File: src/rtl/akf_pkg.sv
// ----------------------------------------------------------------------------
// akf_pkg: shared types and helpers for the angle/bias kalman filter
// fixed-point saturation helpers and the word formats of both channels
// ----------------------------------------------------------------------------
package akf_pkg;

  localparam int MUL_DIG   = 4;
  localparam int MUL_STEPS = 64 / MUL_DIG;
  localparam int DIV_STEPS = 112;

  localparam logic signed [63:0] S64_MAX = 64'sh7FFF_FFFF_FFFF_FFFF;
  localparam logic signed [63:0] S64_MIN = 64'sh8000_0000_0000_0000;
  localparam logic signed [31:0] S32_MAX = 32'sh7FFF_FFFF;
  localparam logic signed [31:0] S32_MIN = 32'sh8000_0000;

  localparam logic [1:0] REG_ANGLE_NOISE   = 2'd0;
  localparam logic [1:0] REG_BIAS_NOISE    = 2'd1;
  localparam logic [1:0] REG_MEASURE_NOISE = 2'd2;

  localparam logic [47:0] ANGLE_NOISE_RST   = 48'd2251799814;
  localparam logic [47:0] BIAS_NOISE_RST    = 48'd84442;
  localparam logic [47:0] MEASURE_NOISE_RST = 48'd8444249301320;

  localparam logic MODE_UPDATE = 1'b0;
  localparam logic MODE_LOAD   = 1'b1;

  typedef struct packed {
    logic               mode;
    logic signed [31:0] measured_angle;
    logic signed [31:0] gyro_rate;
    logic        [23:0] time_step;
  } in_word_t;

  typedef struct packed {
    logic signed [31:0] filtered_angle;
    logic signed [31:0] unbiased_rate;
  } out_word_t;

  typedef struct packed {
    logic               start;
    logic               q48;
    logic signed [63:0] a;
    logic signed [63:0] b;
  } mul_req_t;

  typedef struct packed {
    logic               start;
    logic signed [63:0] n;
    logic signed [63:0] d;
  } div_req_t;

  function automatic logic [63:0] mag64(input logic signed [63:0] v);
    mag64 = v[63] ? (64'd0 - 64'(v)) : 64'(v);
  endfunction

  function automatic logic signed [63:0] sadd64(input logic signed [63:0] a,
                                                input logic signed [63:0] b);
    logic signed [64:0] s;
    s = {a[63], a} + {b[63], b};
    if (s[64] != s[63]) sadd64 = s[64] ? S64_MIN : S64_MAX;
    else sadd64 = s[63:0];
  endfunction

  function automatic logic signed [63:0] ssub64(input logic signed [63:0] a,
                                                input logic signed [63:0] b);
    logic signed [64:0] s;
    s = {a[63], a} - {b[63], b};
    if (s[64] != s[63]) ssub64 = s[64] ? S64_MIN : S64_MAX;
    else ssub64 = s[63:0];
  endfunction

  function automatic logic signed [31:0] clamp32(input logic signed [63:0] v);
    if ((&v[63:31]) || !(|v[63:31])) clamp32 = v[31:0];
    else clamp32 = v[63] ? S32_MIN : S32_MAX;
  endfunction

endpackage

File: src/rtl/akf_mul.sv
// ----------------------------------------------------------------------------
// akf_mul: digit-serial signed multiplier
// four multiplier bits per cycle, then floor shift by 24 or 48 and saturation
// ----------------------------------------------------------------------------
module akf_mul
  import akf_pkg::*;
(
  input  logic               clk,
  input  logic               rst_n,
  input  mul_req_t           req,
  output logic               done,
  output logic signed [63:0] res
);

  typedef enum logic [1:0] {M_IDLE, M_RUN, M_NEG, M_SHF} mstate_t;

  mstate_t      state_r;
  logic [127:0] acc_r;
  logic [63:0]  ua_r;
  logic [63:0]  ub_r;
  logic         neg_r;
  logic         q48_r;
  logic [3:0]   cnt_r;
  logic         done_r;
  logic signed [63:0] res_r;

  logic [67:0] part;
  logic [67:0] sum;
  logic signed [127:0] sh;

  always_comb begin
    part = {4'b0, ua_r} * {64'b0, ub_r[MUL_DIG-1:0]};
    sum  = {4'b0, acc_r[127:64]} + part;
    sh   = q48_r ? ($signed(acc_r) >>> 48) : ($signed(acc_r) >>> 24);
  end

  always_ff @(posedge clk) begin
    if (!rst_n) begin
      state_r <= M_IDLE;
      done_r  <= 1'b0;
      cnt_r   <= '0;
    end else begin
      done_r <= 1'b0;
      unique case (state_r)
        M_IDLE: begin
          if (req.start) begin
            ua_r    <= mag64(req.a);
            ub_r    <= mag64(req.b);
            neg_r   <= req.a[63] ^ req.b[63];
            q48_r   <= req.q48;
            acc_r   <= '0;
            cnt_r   <= '0;
            state_r <= M_RUN;
          end
        end
        M_RUN: begin
          acc_r <= {sum, acc_r[63:MUL_DIG]};
          ub_r  <= ub_r >> MUL_DIG;
          cnt_r <= cnt_r + 4'd1;
          if (cnt_r == 4'(MUL_STEPS - 1)) state_r <= M_NEG;
        end
        M_NEG: begin
          if (neg_r) acc_r <= 128'd0 - acc_r;
          state_r <= M_SHF;
        end
        M_SHF: begin
          if ((&sh[127:63]) || !(|sh[127:63])) res_r <= sh[63:0];
          else res_r <= sh[127] ? S64_MIN : S64_MAX;
          done_r  <= 1'b1;
          state_r <= M_IDLE;
        end
        default: state_r <= M_IDLE;
      endcase
    end
  end

  assign done = done_r;
  assign res  = res_r;

endmodule

File: config.mk
export PLATFORM = sky130hd
export DESIGN_NAME = akf_mul
export DESIGN_NICKNAME = d
export VERILOG_FILES = /design/src/rtl/akf_pkg.sv /design/src/rtl/akf_mul.sv
export SDC_FILE = /design/constraint.sdc
export NUM_CORES = 1
export LEC_CHECK = 0
export BUFFER_PORTS_ARGS = -buffer_cell sky130_fd_sc_hd__buf_2
export CAP_MARGIN = 20
export CORE_MARGIN = 2
export CORE_UTILIZATION = 30
export CTS_CLUSTER_SIZE = 12
export DETAILED_ROUTE_END_ITERATION = 6
export GPL_ROUTABILITY_DRIVEN = 1
export SLEW_MARGIN = 10
export SYNTH_ARGS = -nofsm -noshare
export SYNTH_HDL_FRONTEND = slang
export SYNTH_SLANG_ARGS = --single-unit
export TNS_END_PERCENT = 1
File: constraint.sdc
create_clock -name clk -period 22.3 [get_ports clk]
set_input_delay 2.23 -clock clk [delete_from_list [all_inputs] [get_ports clk]]
set_output_delay 2.23 -clock clk [all_outputs]
set_load 0.005 [all_outputs]
==> metrics.cfg, run 1 <==
[run_status]
run_status=completed

[setup_path]
regToRegStartpoint=ub_r[2]
rr_worst_depth=18
critical_path_arrival_ns=6.44
worst-r2r-setup-slack_ns=16.18
endpoint_kind=flip-flop
critical_path.startpoint_type=flip-flop
timing.critical_path.required_ns=22.62
largest_fanout_of_any_net_on_the_critical_path=64
criticalPathCategory=flip-flop to flip-flop
crit_start=ub_r[2]
r2r_end=acc_r[123]

[grt]
grt_overflow_total=0
maximum_number_of_pins_on_one_net_before_global_route_repair=90
first_global_vias=22200
gr-usage-all-layers_pct=15.8
antenna_violations_before_repair=2
grt_first_pass_wirelength_um=125000

[yosys]
yosys.area.top_type_share_pct=33.1
seq_area_frac_synth_pct=33.5
asyncSetResetFlopFracSynth_pct=0
synth_edf_count=322
post-synth-top-area-cell=sky130_fd_sc_hd__edfxtp_1
syn-num-nets=3546
ys.warnings.count=0
synth.top_cells.by_area=sky130_fd_sc_hd__edfxtp_1, sky130_fd_sc_hd__fa_1, sky130_fd_sc_hd__xnor2_1
mappedNetlistArea_um2=29200
ys.flop_type=sky130_fd_sc_hd__edfxtp_1
ys_ff_latch=329
synthesis.area_per_instance_um2=9.31
syn-instance-count=3142
synthDistinctLibCells=77

[clock_network]
cts_sinks=329
resized_cells_post_cts=0
ctsRootBufferMaster=sky130_fd_sc_hd__clkbuf_16
ctsHtreeMaxLevel=2
clock_transition_at_the_registers_of_the_reported_paths_ns=0.06
clkLatencyLatePin_ns=0.60
clock_tree.buffer_depth=3
cts_tree=yes
cts_hold_buffers=0
post-cts-setup-buffer-count=0
num_cts_buffers=43

[die]
dieHeight_um=316
ioPinCount=197
start_util_pct=30.2
floorplan.die_area_um2=100000
die_w_um=316
placeableCoreArea_um2=96700
core.rowCount=114

[placed_design]
dpl.cell_count=4474
placedInstanceArea_um2=31400
dp.final_hpwl_um=61300
gp_congestion=0.926
io_buffer_count=196

[timing]
timing_hold_violations_final=0
max_freq_mhz=163
tns_ns=0
finalMaxSlewViolations=0
timing_worst_slew_pin_value_ns=1.19
slew-limit-headroom_pct=20.2
final_worst_path_period_need_ns=6.12
finalCritPeriodShare_pct=27.5
setup_repair_after_global_routing_missed_its_margin=false
setup_viol=0
fin_skew_ns=0.0187

[hold_path]
worstHoldPathCells=2
terminating_pin_of_the_worst_hold_path=ub_r[21]
hold_start=ub_r[25]
hold_class=flip-flop to flip-flop

[finish]
layout.cell_area.non_filler_um2=32900
antenna-diode-count=0
layout.cells.most_common_list=sky130_fd_sc_hd__inv_1, sky130_fd_sc_hd__edfxtp_1, sky130_fd_sc_hd__and2_1
area_delta_synth_final_pct=12.7
layout-drive-gt1-share_pct=10.2
final_cells=4555
layout.cells.most_common=sky130_fd_sc_hd__inv_1
layout.nets=3648

[routing]
initialDrtViolationCount=1656
route.detailed.drc=0
drt-total-wl_um=81100
avgRoutedWirePerCell_um=17.8
drtAntennaViolNets=0
detailed_routing_iterations_pass_1=5
post_drt_via_cell_ratio=5.08
num_vias=23100

[flow_run]
max_cap_viol_count=0

-- cell usage after synthesis (all sizes together) (20+ instances only) --
cell type    n
a211oi      71
a21o        45
a21oi       92
a22oi       72
a32oi       20
and2       259
clkbuf     154
edfxtp     322
fa         187
ha          85
inv        336
nand2      212
nand3       51
nand4       33
nor2       181
nor2b      139
nor3        78
nor4        47
o21ai      152
o22ai       29
o31ai       42
or3         48
or4         30
xnor2      191
xor2        85
-- layout make-up --
class                   instances  area, um^2
fillers                      9965       63800
multi-input cells            2315       17600
flip-flops and latches        329        9810
well taps                    1276        1600
inverters                     337        1260
repair buffers                218        1160
clock buffers                  52        1130
clock inverters                28         374
-- per-stage QoR --
stage,util [%],worst slack (ns),hold WS (ns)
2_1_floorplan,-,5.77,0.480
3_3_place_gp,32.5,16.32,0.504
3_5_place_dp,32.5,16.29,0.512
4_1_cts,34.0,16.26,0.527
5_1_grt,34.1,15.76,0.555
6_report,34.1,16.18,0.524
-- kinds of logic after synthesis --
| logic type | Yosys count | synth area share, % |
|---|---|---|
| DFF | 329 | 33.5 |
| buffers and inverters | 498 | 6.42 |
| AOI/OAI and AO/OA | 616 | 13.9 |
| and+or+nand+nor | 1144 | 21.2 |
| xor gates and xnor gates | 276 | 8.27 |
| muxes | 7 | 0.248 |
| adders and majority gates | 272 | 16.4 |
-- how the worst max path moves through the flow --
stage	end	slack [ns]
6_report	acc_r[123]	16.18
5_1_grt	acc_r[115]	15.76
4_1_cts	acc_r[126]	16.26
3_5_place_dp	acc_r[126]	16.29
3_3_place_gp	acc_r[126]	16.32
2_1_floorplan	acc_r[0]	5.77
-- worst max-delay path: stages (launching register included) --
cell and delay, ns:
sky130_fd_sc_hd__edfxtp_1 0.32, sky130_fd_sc_hd__buf_4 0.49, sky130_fd_sc_hd__and2_1 0.24, sky130_fd_sc_hd__fa_1 0.45, sky130_fd_sc_hd__fa_1 0.54, sky130_fd_sc_hd__inv_1 0.05, sky130_fd_sc_hd__fa_1 0.49, sky130_fd_sc_hd__inv_1 0.04
sky130_fd_sc_hd__ha_1 0.35, sky130_fd_sc_hd__a21oi_1 0.21, sky130_fd_sc_hd__o22ai_1 0.11, sky130_fd_sc_hd__a211oi_1 0.45, sky130_fd_sc_hd__nand3_1 0.29, sky130_fd_sc_hd__a31oi_1 0.46, sky130_fd_sc_hd__o211ai_1 0.29, sky130_fd_sc_hd__a21o_1 0.24
sky130_fd_sc_hd__a2111oi_0 0.49, sky130_fd_sc_hd__xor2_1 0.18, sky130_fd_sc_hd__o22ai_1 0.09
-- registers in the layout, indices dropped and copies added (netlist names) --
name     cells
cnt_r        4
q48_r        1
state_r      2
res         64
ub_r        64
acc_r      128
neg_r        1
ua_r        64
done         1
-- routing by layer --
| metal | vias up | share of wire [%] | GRT usage [%] |
|---|---|---|---|
| met2 | 608 | 49 | 27.2 |
| met3 | 105 | 5.9 | 2.89 |
| met1 | 11300 | 42 | 20.5 |
| met5 | - | 0 | 0 |
| met4 | 0 | 2.3 | 4.02 |
| li1 | 11100 | - | - |
Power of run 1 is left out: the tool's default activity adds up to more than one toggle a clock period on the data nets, which glitch-free logic cannot reach.
==> run 2: changes to the inputs <==
clock period = 5.7 ns   (was 22.3 ns; I/O delays follow)
==> metrics.cfg, run 2 (synthesis gave the netlist of run 1 again) <==
[run_status]
run_status=completed

[finish]
largest_register_ff_count=128
layout.nets=3665
layout-drive-gt1-share_pct=10.8
antenna-diode-count=0
layout.cells.most_common=sky130_fd_sc_hd__inv_1
largest-register=acc_r
final_cells=4569
area_delta_synth_final_pct=13.2
layout.cells.most_common_list=sky130_fd_sc_hd__inv_1, sky130_fd_sc_hd__edfxtp_1, sky130_fd_sc_hd__and2_1

[clock_network]
cts_sinks=329
clock_transition_at_the_registers_of_the_reported_paths_ns=0.06
ctsHtreeMaxLevel=2
cts_hold_buffers=0
num_cts_buffers=41
clock_tree.buffer_depth=3
ctsRootBufferMaster=sky130_fd_sc_hd__clkbuf_16
clkLatencyLatePin_ns=0.59
cts_tree=yes

[placed_design]
dp.final_hpwl_um=62600
dpl.cell_count=4491
gp_congestion=0.916
io_buffer_count=196
pre_cts_ws_ns=0.126

[flow_run]
max_cap_viol_count=0

[die]
core.rowCount=114
die_w_um=316
placeableCoreArea_um2=96700
dieHeight_um=316
floorplan.die_area_um2=100000
start_util_pct=30.2
ioPinCount=197

[timing]
final_worst_path_period_need_ns=5.51
setup_repair_after_global_routing_missed_its_margin=false
timing_hold_violations_final=0
timing_worst_slew_pin_value_ns=0.970
finalCritPeriodShare_pct=96.7
max_freq_mhz=181
postLayoutSetupSlackWorst_ns=0.190
finalMaxSlewViolations=0
tns_ns=0
fin_skew_ns=0.0410
setup_viol=0
slew-limit-headroom_pct=35.3

[grt]
grt_overflow_total=0
grt_first_pass_wirelength_um=127000
gr-usage-all-layers_pct=16.1
antenna_violations_before_repair=3
maximum_number_of_pins_on_one_net_before_global_route_repair=129
first_global_vias=22400

[routing]
route.detailed.drc=0
detailed_routing_iterations_pass_1=6
post_drt_via_cell_ratio=5.06
initialDrtViolationCount=1899
drtAntennaViolNets=0
drt-total-wl_um=81900
avgRoutedWirePerCell_um=17.9
num_vias=23100

[setup_path]
cp_cell_instances=buf_12 -> and2_1 -> fa_1 -> fa_1 -> inv_1 -> fa_1 -> inv_1 -> ha_1 -> a21oi_1 -> o22ai_1 -> a211oi_2 -> nand3_1 -> a31oi_2 -> o211ai_1 -> a21o_1 -> a2111oi_0 -> xor2_1 -> o22ai_1
worst-r2r-setup-slack_ns=0.19
timing.critical_path.required_ns=6.01
critical_path_arrival_ns=5.82
criticalPathCategory=flip-flop to flip-flop
largest_incremental_delay_on_the_critical_path_ns=0.55
critical_path.startpoint_type=flip-flop
slowest_stage=sky130_fd_sc_hd__fa_1
critical_path.most_common_cell=sky130_fd_sc_hd__fa_1
timing.critical_path.max_delay_family=compound AO/OA/AOI/OAI gates
cp_num_buf_inv=3
endpoint_kind=flip-flop
largest_fanout_of_any_net_on_the_critical_path=52

[hold_path]
hold_class=primary input to flip-flop

[run 2: worst paths after layout]
check             startpoint  depth (start not counted)         end
hold reg to reg     ub_r[19]                          2    ub_r[15]
setup reg to reg     ub_r[2]                         18  acc_r[123]
setup / recovery     ub_r[2]                         18  acc_r[123]
hold / removal      req[128]                          1       q48_r
[run 2: per-layer routing]
| metal | track usage [%] | vias up | wire length (um) |
|---|---|---|---|
| met5 | 0 | - | 13 |
| met4 | 4.56 | 2 | 2010 |
| met3 | 2.58 | 96 | 5070 |
| met2 | 27.2 | 633 | 40100 |
| met1 | 21.4 | 11300 | 34700 |
| li1 | - | 11100 | - |
[run 2: cell type report]
type | count | area [um^2]
Multi-Input combinational cell | 2315 | 17600
Clock buffer | 50 | 1100
Fill cell | 10000 | 63600
Tap cell | 1276 | 1600
Inverter | 337 | 1260
Timing Repair Buffer | 237 | 1380
Sequential cell | 329 | 9810
Clock inverter | 25 | 302
[run 2: repair_timing]
item,in CTS,in global routing
resized for setup,0,9
buffers inserted,0,1
setup endpoints to repair,0,10
endpoints found under the hold margin,0,0
[run 2: through the flow]
step / utilization, % / instance area [um^2] / hold WS, ns
2_1_floorplan: - / 29300 / 0.480
3_3_place_gp: 32.7 / 31600 / 0.503
3_5_place_dp: 32.7 / 31600 / 0.511
4_1_cts: 34.1 / 33000 / 0.187
5_1_grt: 34.2 / 33100 / 0.202
6_report: 34.2 / 33100 / 0.208
Power of run 2 is left out for the same reason.
