==> config.mk <==
export PLATFORM = sky130hd
export DESIGN_NAME = akf_div
export DESIGN_NICKNAME = d
export VERILOG_FILES = /design/src/rtl/akf_pkg.sv /design/src/rtl/akf_div.sv
export SDC_FILE = /design/constraint.sdc
export NUM_CORES = 1
export LEC_CHECK = 0
export BUFFER_PORTS_ARGS = -buffer_cell sky130_fd_sc_hd__buf_2
export CORE_ASPECT_RATIO = 1.75
export CORE_MARGIN = 5
export CORE_UTILIZATION = 32
export DETAILED_ROUTE_END_ITERATION = 10
export GPL_TIMING_DRIVEN = 0
export PLACE_DENSITY = 0.49
export REMOVE_ABC_BUFFERS = 1
export SLEW_MARGIN = 20
export SYNTH_ARGS = -nofsm -noshare
export SYNTH_HDL_FRONTEND = slang
export SYNTH_SLANG_ARGS = --single-unit
==> constraint.sdc <==
create_clock -name clk -period 27.7 [get_ports clk]
set_input_delay 6.925 -clock clk [delete_from_list [all_inputs] [get_ports clk]]
set_output_delay 6.925 -clock clk [all_outputs]
set_load 0.01 [all_outputs]
==> src/rtl/akf_pkg.sv <==
// ----------------------------------------------------------------------------
// akf_pkg: shared types and helpers for the angle/bias kalman filter
// fixed-point saturation helpers and the word formats of both channels
// ----------------------------------------------------------------------------
package akf_pkg;

  localparam int MUL_DIG   = 4;
  localparam int MUL_STEPS = 64 / MUL_DIG;
  localparam int DIV_STEPS = 112;

  localparam logic signed [63:0] S64_MAX = 64'sh7FFF_FFFF_FFFF_FFFF;
  localparam logic signed [63:0] S64_MIN = 64'sh8000_0000_0000_0000;
  localparam logic signed [31:0] S32_MAX = 32'sh7FFF_FFFF;
  localparam logic signed [31:0] S32_MIN = 32'sh8000_0000;

  localparam logic [1:0] REG_ANGLE_NOISE   = 2'd0;
  localparam logic [1:0] REG_BIAS_NOISE    = 2'd1;
  localparam logic [1:0] REG_MEASURE_NOISE = 2'd2;

  localparam logic [47:0] ANGLE_NOISE_RST   = 48'd2251799814;
  localparam logic [47:0] BIAS_NOISE_RST    = 48'd84442;
  localparam logic [47:0] MEASURE_NOISE_RST = 48'd8444249301320;

  localparam logic MODE_UPDATE = 1'b0;
  localparam logic MODE_LOAD   = 1'b1;

  typedef struct packed {
    logic               mode;
    logic signed [31:0] measured_angle;
    logic signed [31:0] gyro_rate;
    logic        [23:0] time_step;
  } in_word_t;

  typedef struct packed {
    logic signed [31:0] filtered_angle;
    logic signed [31:0] unbiased_rate;
  } out_word_t;

  typedef struct packed {
    logic               start;
    logic               q48;
    logic signed [63:0] a;
    logic signed [63:0] b;
  } mul_req_t;

  typedef struct packed {
    logic               start;
    logic signed [63:0] n;
    logic signed [63:0] d;
  } div_req_t;

  function automatic logic [63:0] mag64(input logic signed [63:0] v);
    mag64 = v[63] ? (64'd0 - 64'(v)) : 64'(v);
  endfunction

  function automatic logic signed [63:0] sadd64(input logic signed [63:0] a,
                                                input logic signed [63:0] b);
    logic signed [64:0] s;
    s = {a[63], a} + {b[63], b};
    if (s[64] != s[63]) sadd64 = s[64] ? S64_MIN : S64_MAX;
    else sadd64 = s[63:0];
  endfunction

  function automatic logic signed [63:0] ssub64(input logic signed [63:0] a,
                                                input logic signed [63:0] b);
    logic signed [64:0] s;
    s = {a[63], a} - {b[63], b};
    if (s[64] != s[63]) ssub64 = s[64] ? S64_MIN : S64_MAX;
    else ssub64 = s[63:0];
  endfunction

  function automatic logic signed [31:0] clamp32(input logic signed [63:0] v);
    if ((&v[63:31]) || !(|v[63:31])) clamp32 = v[31:0];
    else clamp32 = v[63] ? S32_MIN : S32_MAX;
  endfunction

endpackage

==> src/rtl/akf_div.sv <==
// ----------------------------------------------------------------------------
// akf_div: bit-serial restoring divider
// (n << 48) / d truncated toward zero, saturated, zero for a zero divisor
// ----------------------------------------------------------------------------
module akf_div
  import akf_pkg::*;
(
  input  logic               clk,
  input  logic               rst_n,
  input  div_req_t           req,
  output logic               done,
  output logic signed [63:0] res
);

  typedef enum logic [1:0] {D_IDLE, D_RUN, D_FIN} dstate_t;

  dstate_t      state_r;
  logic [111:0] dvd_r;
  logic [63:0]  rem_r;
  logic [63:0]  ud_r;
  logic [63:0]  q_r;
  logic         ovf_r;
  logic         neg_r;
  logic [6:0]   cnt_r;
  logic         done_r;
  logic signed [63:0] res_r;

  logic [64:0] r2;
  logic        ge;

  always_comb begin
    r2 = {rem_r, dvd_r[111]};
    ge = r2 >= {1'b0, ud_r};
  end

  always_ff @(posedge clk) begin
    if (!rst_n) begin
      state_r <= D_IDLE;
      done_r  <= 1'b0;
      cnt_r   <= '0;
    end else begin
      done_r <= 1'b0;
      unique case (state_r)
        D_IDLE: begin
          if (req.start) begin
            if (req.d == 64'sd0) begin
              res_r  <= '0;
              done_r <= 1'b1;
            end else begin
              dvd_r   <= {mag64(req.n), 48'b0};
              ud_r    <= mag64(req.d);
              neg_r   <= req.n[63] ^ req.d[63];
              rem_r   <= '0;
              q_r     <= '0;
              ovf_r   <= 1'b0;
              cnt_r   <= '0;
              state_r <= D_RUN;
            end
          end
        end
        D_RUN: begin
          dvd_r <= dvd_r << 1;
          if (q_r[63]) ovf_r <= 1'b1;
          q_r   <= {q_r[62:0], ge};
          rem_r <= ge ? 64'(r2 - {1'b0, ud_r}) : r2[63:0];
          cnt_r <= cnt_r + 7'd1;
          if (cnt_r == 7'(DIV_STEPS - 1)) state_r <= D_FIN;
        end
        D_FIN: begin
          if (neg_r) begin
            if (ovf_r || q_r > 64'h8000_0000_0000_0000) res_r <= S64_MIN;
            else res_r <= $signed(64'd0 - q_r);
          end else begin
            if (ovf_r || q_r[63]) res_r <= S64_MAX;
            else res_r <= $signed(q_r);
          end
          done_r  <= 1'b1;
          state_r <= D_IDLE;
        end
        default: state_r <= D_IDLE;
      endcase
    end
  end

  assign done = done_r;
  assign res  = res_r;

endmodule

==> flow_summary.ini, run 1 <==
[run_status]
status = finished clean

[sta]
layout_worst_path_cycle_share_pct = 41.9
post-route-min-period_ns = 11.59
finalHoldViolations = 0
timing.slew.headroom_pct = 22.8
rsz0062_at_grt = no
timing.final.max_slew_violations = 0
report.final.setup_viol = 0
fmax_mhz = 86.3
final_critical_path_setup_slack_ns = 16.11
worst_case_clock_skew_ns = 0.0212
worst_pin_slew_ns = 1.16
final.setup.tns_ns = 0

[synthesis]
number_of_storage_elements_in_the_synthesis_netlist = 332
main_combinational_cell_family_by_area_after_synthesis = simple AND/OR/NAND/NOR gates
synth-xor-area-share_pct = 7.53
ys.warnings.count = 0
synth_edf_count = 322
syn-instance-count = 2258
synth-async-reset-ratio_pct = 0
synthSimpleGateAreaFrac_pct = 19.6
yosysSeqAreaShare_pct = 46.6
synth_ff_type = edfxtp_1
synth_compound_area_share_pct = 18.0
synth_cell_types = 79
syn_area_um2 = 21200
synth.avg_cell_area_um2 = 9.37
synth_mux_area_share_pct = 0.0946
yosys.area_share.adder_pct = 4.11

[floorplan]
core_um2 = 65500
num_io_pins = 196
dieHeight_um = 350
num_rows = 124
fp.dieW_um = 204
initial_utilization_pct = 32.3
die_area_um2 = 71600

[power_and_ir_drop]
power.share.switching_pct = 28.3
clockPowerShare_pct = 37.7
internal_power_mw = 0.974
pwr_density_cell_nw_per_um2 = 55.6
comb_power_share_pct = 17.8
power.net_switching_mw = 0.385
leakagePower_nw = 9.12
pwr-share-seq_pct = 44.5
pnr_total_power_mw = 1.36
vdd_drop_max_mv = 0.0400

[hold_path]
holdCritStartpoint = cnt_r[0]
hold_path_depth = 1
min-delay-path-class = reg -> reg

[layout]
num-fill-cells = 6702
final_cell_mix = edfxtp_1, nand2_1, o21ai_0
mostFrequentLayoutCell = edfxtp_1
area_growth_pct = 15.5
layout-drive-gt1-share_pct = 13.1
nets = 2589
final-instance-count-excl-fill = 3303
utilization_pct = 37.3

[worst_setup_path]
reg2reg_from = rem_r[11]
cp.required_ns = 27.97
worstSetupEndpointType = flop
critPathLaunchType = primary input
critical_path_class = in -> reg
cp-startpoint = req[1]
worstPathMaxFanout = 12
worst-r2r-setup-slack_ns = 23.01
rr_worst_depth = 11
worst-endpoint-arrival_ns = 11.87

[clocking]
worstSkewPairLatency_ns = 0.57
h-tree-depth = 2
cts_num_sinks = 332
numCtsBuffers = 36
path_clk_slew_ns = 0.07
post_cts_buffers = 0
tritoncts = built
clock_root_buffer = clkbuf_16
cts_max_path_buffers = 3
cts_repair_resize_count = 0
hold_fix_buffers_at_cts = 0

[detailed_routing]
post_drt_via_cell_ratio = 5.29
postRouteAntennaNets = 0
detailedRoute.firstIterationViolations = 834
wirelength_um = 63700
drcViolationCount = 0
vias = 17500
drt_pre_antenna_iters = 5
route.detailed.wl_per_inst_um = 19.3

[job]
cap_violations = 0

[place]
place.detailed.instances = 3233
dp_hpwl_um = 48800
port_buffer_count = 195
place_congestion = 0.928
worst_setup_timing_slack_at_the_placement_stage_ns = 15.41

[global_routing]
vias_in_the_first_global_route = 17900
maximum_number_of_pins_on_one_net_before_global_route_repair = 94
grt_antenna_before_repair = 10
grt_first_pass_wirelength_um = 99700
overflow = 0
grtUsageTotal_pct = 17.5
[final cells by class]
class                           count  area [um2]  share of cell area (%)
Inverter                          104         398                    1.63
Tap cell                          882        1100                    4.52
Sequential cell                   332        9870                    40.4
Antenna cell                        6        15.0                  0.0614
Clock inverter                     22         260                    1.06
Timing Repair Buffer              214        1330                    5.45
Clock buffer                       42         966                    3.95
Multi-Input combinational cell   1701       10500                    43.0
[logic make-up after synthesis]
kind of cell / after synthesis
DFF: 332
muxes: 2
and+or+nand+nor: 826
adders and majority gates: 69
AOI/OAI and AO/OA: 622
xor gates and xnor gates: 182
buffers and inverters: 225
[final timing paths]
| check | end |
|---|---|
| min reg2reg | cnt_r[0] |
| min | cnt_r[0] |
| max | res[42] |
| max reg2reg | rem_r[20] |
[power by group through the flow]
| stage | Clock [mW] | Combinational (mW) | Sequential [mW] |
|---|---|---|---|
| 2_1_floorplan | 0 | 0.161 | 0.613 |
| 3_3_place_gp | 0 | 0.235 | 0.621 |
| 3_5_place_dp | 0 | 0.243 | 0.615 |
| 4_1_cts | 0.532 | 0.244 | 0.604 |
| 5_1_grt | 0.549 | 0.270 | 0.607 |
| 6_report | 0.512 | 0.242 | 0.604 |
[cell usage after synthesis, types with 4 or more instances]
library cell    n  area [um2]
a2111oi_0       4        35.0
a211o_1         4        35.0
a211oi_1       27         203
a21boi_0        5        37.5
a21o_1         34         255
a21oi_1       182         911
a311oi_1       13         114
a31oi_1        12        75.1
a41oi_1         4        35.0
and2_1         68         425
and3_1          4        25.0
and4_1          6        52.6
clkbuf_1      114         428
dfxtp_1        10         200
edfxtp_1      322        9670
ha_1           68         851
inv_1         104         390
nand2_1       275        1030
nand2b_1       15        93.8
nand3_1        50         250
nand4_1        50         313
nand4b_1        4        35.0
nor2_1        154         578
nor2b_1        10        62.6
nor3_1         58         290
nor3b_1        13        97.6
nor4_1         26         163
o211ai_1        6        45.0
o21a_1          9        67.6
o21ai_0       200        1000
o21ai_1         4        20.0
o21bai_1       11        82.6
o22ai_1         7        43.8
o311ai_0        9        78.8
o31ai_1        44         330
o41ai_1        23         201
or2_2           9        56.3
or3_1          36         225
or4_1          26         195
xnor2_1        90         788
xor2_1         92         806
[worst max-delay path, stage by stage]
cell,delay [ns]
buf_2,0.10
inv_1,0.06
ha_1,0.18
nor3b_1,0.59
or4b_2,0.64
nor4_1,0.80
or4b_4,0.65
nor2_1,0.14
a21oi_1,0.10
nor3_2,0.48
buf_4,0.31
buf_4,0.22
buf_4,0.22
buf_4,0.21
buf_4,0.20
[routing by layer]
metal  wire length (um)  GRT usage, %
met1              23200          18.1
met5                 42             0
met2              34700          34.2
met4               2860          7.57
met3               2980          2.78
[through the flow]
stage	hold slack, ns	cell area [um2]
3_5_place_dp	0.487	23200
5_1_grt	0.522	24400
6_report	0.496	24400
2_1_floorplan	0.458	20700
3_3_place_gp	0.476	22800
4_1_cts	0.500	24400
[registers in the layout, summed over array words and instances (netlist names)]
| register | count |
|---|---|
| ovf_r | 1 |
| rem_r | 64 |
| state_r | 2 |
| cnt_r | 7 |
| done | 1 |
| res | 64 |
| dvd_r | 64 |
| neg_r | 1 |
| q_r | 64 |
| ud_r | 64 |
Power figures use the tool's default switching activity.
==> run 2, diff against run 1 <==
PLACE_DENSITY = 0.51   (was 0.49)
clock period = 10.6 ns   (was 27.7 ns; I/O delays follow)
==> run 2 against run 1 <==
  * Global-route usage decreased by 0.27 points
  * Non-clock buffer count increased by 1
  * Die area unchanged
  * Highest routed layer unchanged
  * Final area decreased by 0.38%
  * Worst hold slack improved by 0.0043 ns
  * Largest power group unchanged
==> flow_summary.ini, run 2 (synthesis results as in run 1) <==
[clocking]
path_clk_slew_ns = 0.07
cts_repair_resize_count = 0
h-tree-depth = 2
worstSkewPairLatency_ns = 0.56
tritoncts = built
post_cts_buffers = 0
numCtsBuffers = 36
cts_num_sinks = 332
cts_max_path_buffers = 3
hold_fix_buffers_at_cts = 0
clock_root_buffer = clkbuf_16

[worst_setup_path]
critical_path_class = in -> reg
worstPathMaxFanout = 12
worst-endpoint-arrival_ns = 7.52
rr_worst_depth = 11
critPathLaunchType = primary input
cp-startpoint = req[0]
worstSetupEndpointType = flop
crit_path_end = res[47]
cp.required_ns = 10.86
timing.rr.end = rem_r[20]
reg2reg_from = rem_r[15]
worst-r2r-setup-slack_ns = 6.14

[sta]
rsz0062_at_grt = no
worst_case_clock_skew_ns = 0.0173
timing.slew.headroom_pct = 20.5
worst_pin_slew_ns = 1.18
layout_worst_path_cycle_share_pct = 68.5
post-route-min-period_ns = 7.27
finalHoldViolations = 0
fmax_mhz = 138
timing.final.max_slew_violations = 0
report.final.setup_viol = 0
fin_worst_hold_slack_ns = 0.500

[detailed_routing]
drcViolationCount = 0
wirelength_um = 63100
detailedRoute.firstIterationViolations = 954
route.detailed.wl_per_inst_um = 19.1
postRouteAntennaNets = 0
vias = 17600
drt_pre_antenna_iters = 5
post_drt_via_cell_ratio = 5.32

[place]
dpl_cell_area_um2 = 23200
dp_hpwl_um = 48100
place_congestion = 0.901
port_buffer_count = 195
place.detailed.instances = 3234

[hold_path]
hold_path_depth = 2
min-delay-path-class = reg -> reg

[floorplan]
dieHeight_um = 350
initial_utilization_pct = 32.3
core_um2 = 65500
num_io_pins = 196
fp.dieW_um = 204
num_rows = 124
die_area_um2 = 71600

[run_status]
status = finished clean

[layout]
num-fill-cells = 6719
area_growth_pct = 15.0
multi_input_area_um2 = 10500
mostFrequentLayoutCell = edfxtp_1
final_cell_mix = edfxtp_1, nand2_1, o21ai_0
layout.cell_area.non_filler_um2 = 24300
ff_latch_area_um2 = 9870
layout-drive-gt1-share_pct = 13.2
nets = 2590
final-instance-count-excl-fill = 3305

[global_routing]
grt_antenna_before_repair = 14
maximum_number_of_pins_on_one_net_before_global_route_repair = 105
grtUsageTotal_pct = 17.2
vias_in_the_first_global_route = 18000
overflow = 0
grt_first_pass_wirelength_um = 98300

[power_and_ir_drop]
pnr_total_power_mw = 3.44
pwr_density_cell_nw_per_um2 = 141
leakagePower_nw = 9.09
vdd_drop_max_mv = 0.104

[job]
cap_violations = 0
run 2: cell types whose count changed in the layout (fill, tap and decap cells not counted), sizes merged:
cell           previous run  this run
bufinv                    5         1
clkinv                   10        14
inv                     106       108
clkbuf                   42        43
clkdlybuf4s18             0         1
clkinvlp                  5         4
diode                     6         5
run 2: cell type report:
class	instances	area share, %
antenna	5	0.0514
clock buffer	43	3.81
clock inverter	23	0.827
inverter	104	1.63
multi-input combinational	1701	43.1
sequential	332	40.5
tap	882	4.53
timing repair buffer	215	5.52
run 2: worst max-delay path: stages:
cell and delay (ns):
buf_2 0.12, inv_1 0.06, ha_1 0.18, nor3b_1 0.58
or4b_2 0.63, nor4_1 0.91, or4b_4 0.64, nor2_1 0.15
a21oi_1 0.11, nor3_2 0.36, buf_4 0.26, buf_4 0.21
buf_4 0.21, buf_4 0.21, buf_4 0.21
run 2: metrics by stage:
step	utilization, %	setup TNS (ns)	setup slack [ns]
floorplan	-	0	0.905
global placement	34.8	-366.16	-1.83
detailed placement	35.4	0	2.71
CTS	37.2	0	3.32
global route	37.2	0	3.21
finish	37.2	0	3.33
run 2: worst min-delay path by stage:
stage	start	slack, ns	to
floorplan	cnt_r[0]	0.46	cnt_r[0]
global placement	cnt_r[1]	0.48	cnt_r[1]
detailed placement	cnt_r[6]	0.50	cnt_r[6]
CTS	cnt_r[1]	0.51	cnt_r[1]
global route	cnt_r[1]	0.54	cnt_r[1]
finish	cnt_r[1]	0.50	cnt_r[1]
run 2: power breakdown:
group	internal, mW	switching [mW]
logic	0.232	0.400
clock network	0.666	0.567
registers	1.53	0.0452
total	2.43	1.01
run 2: per-layer routing:
metal	part of all wire, %	vias up	track usage [%]
li1	-	8599	-
met2	54	486	33.5
met5	0.15	-	0
met4	3.9	16	6.96
met1	37	8348	17.8
met3	4.8	144	3.27
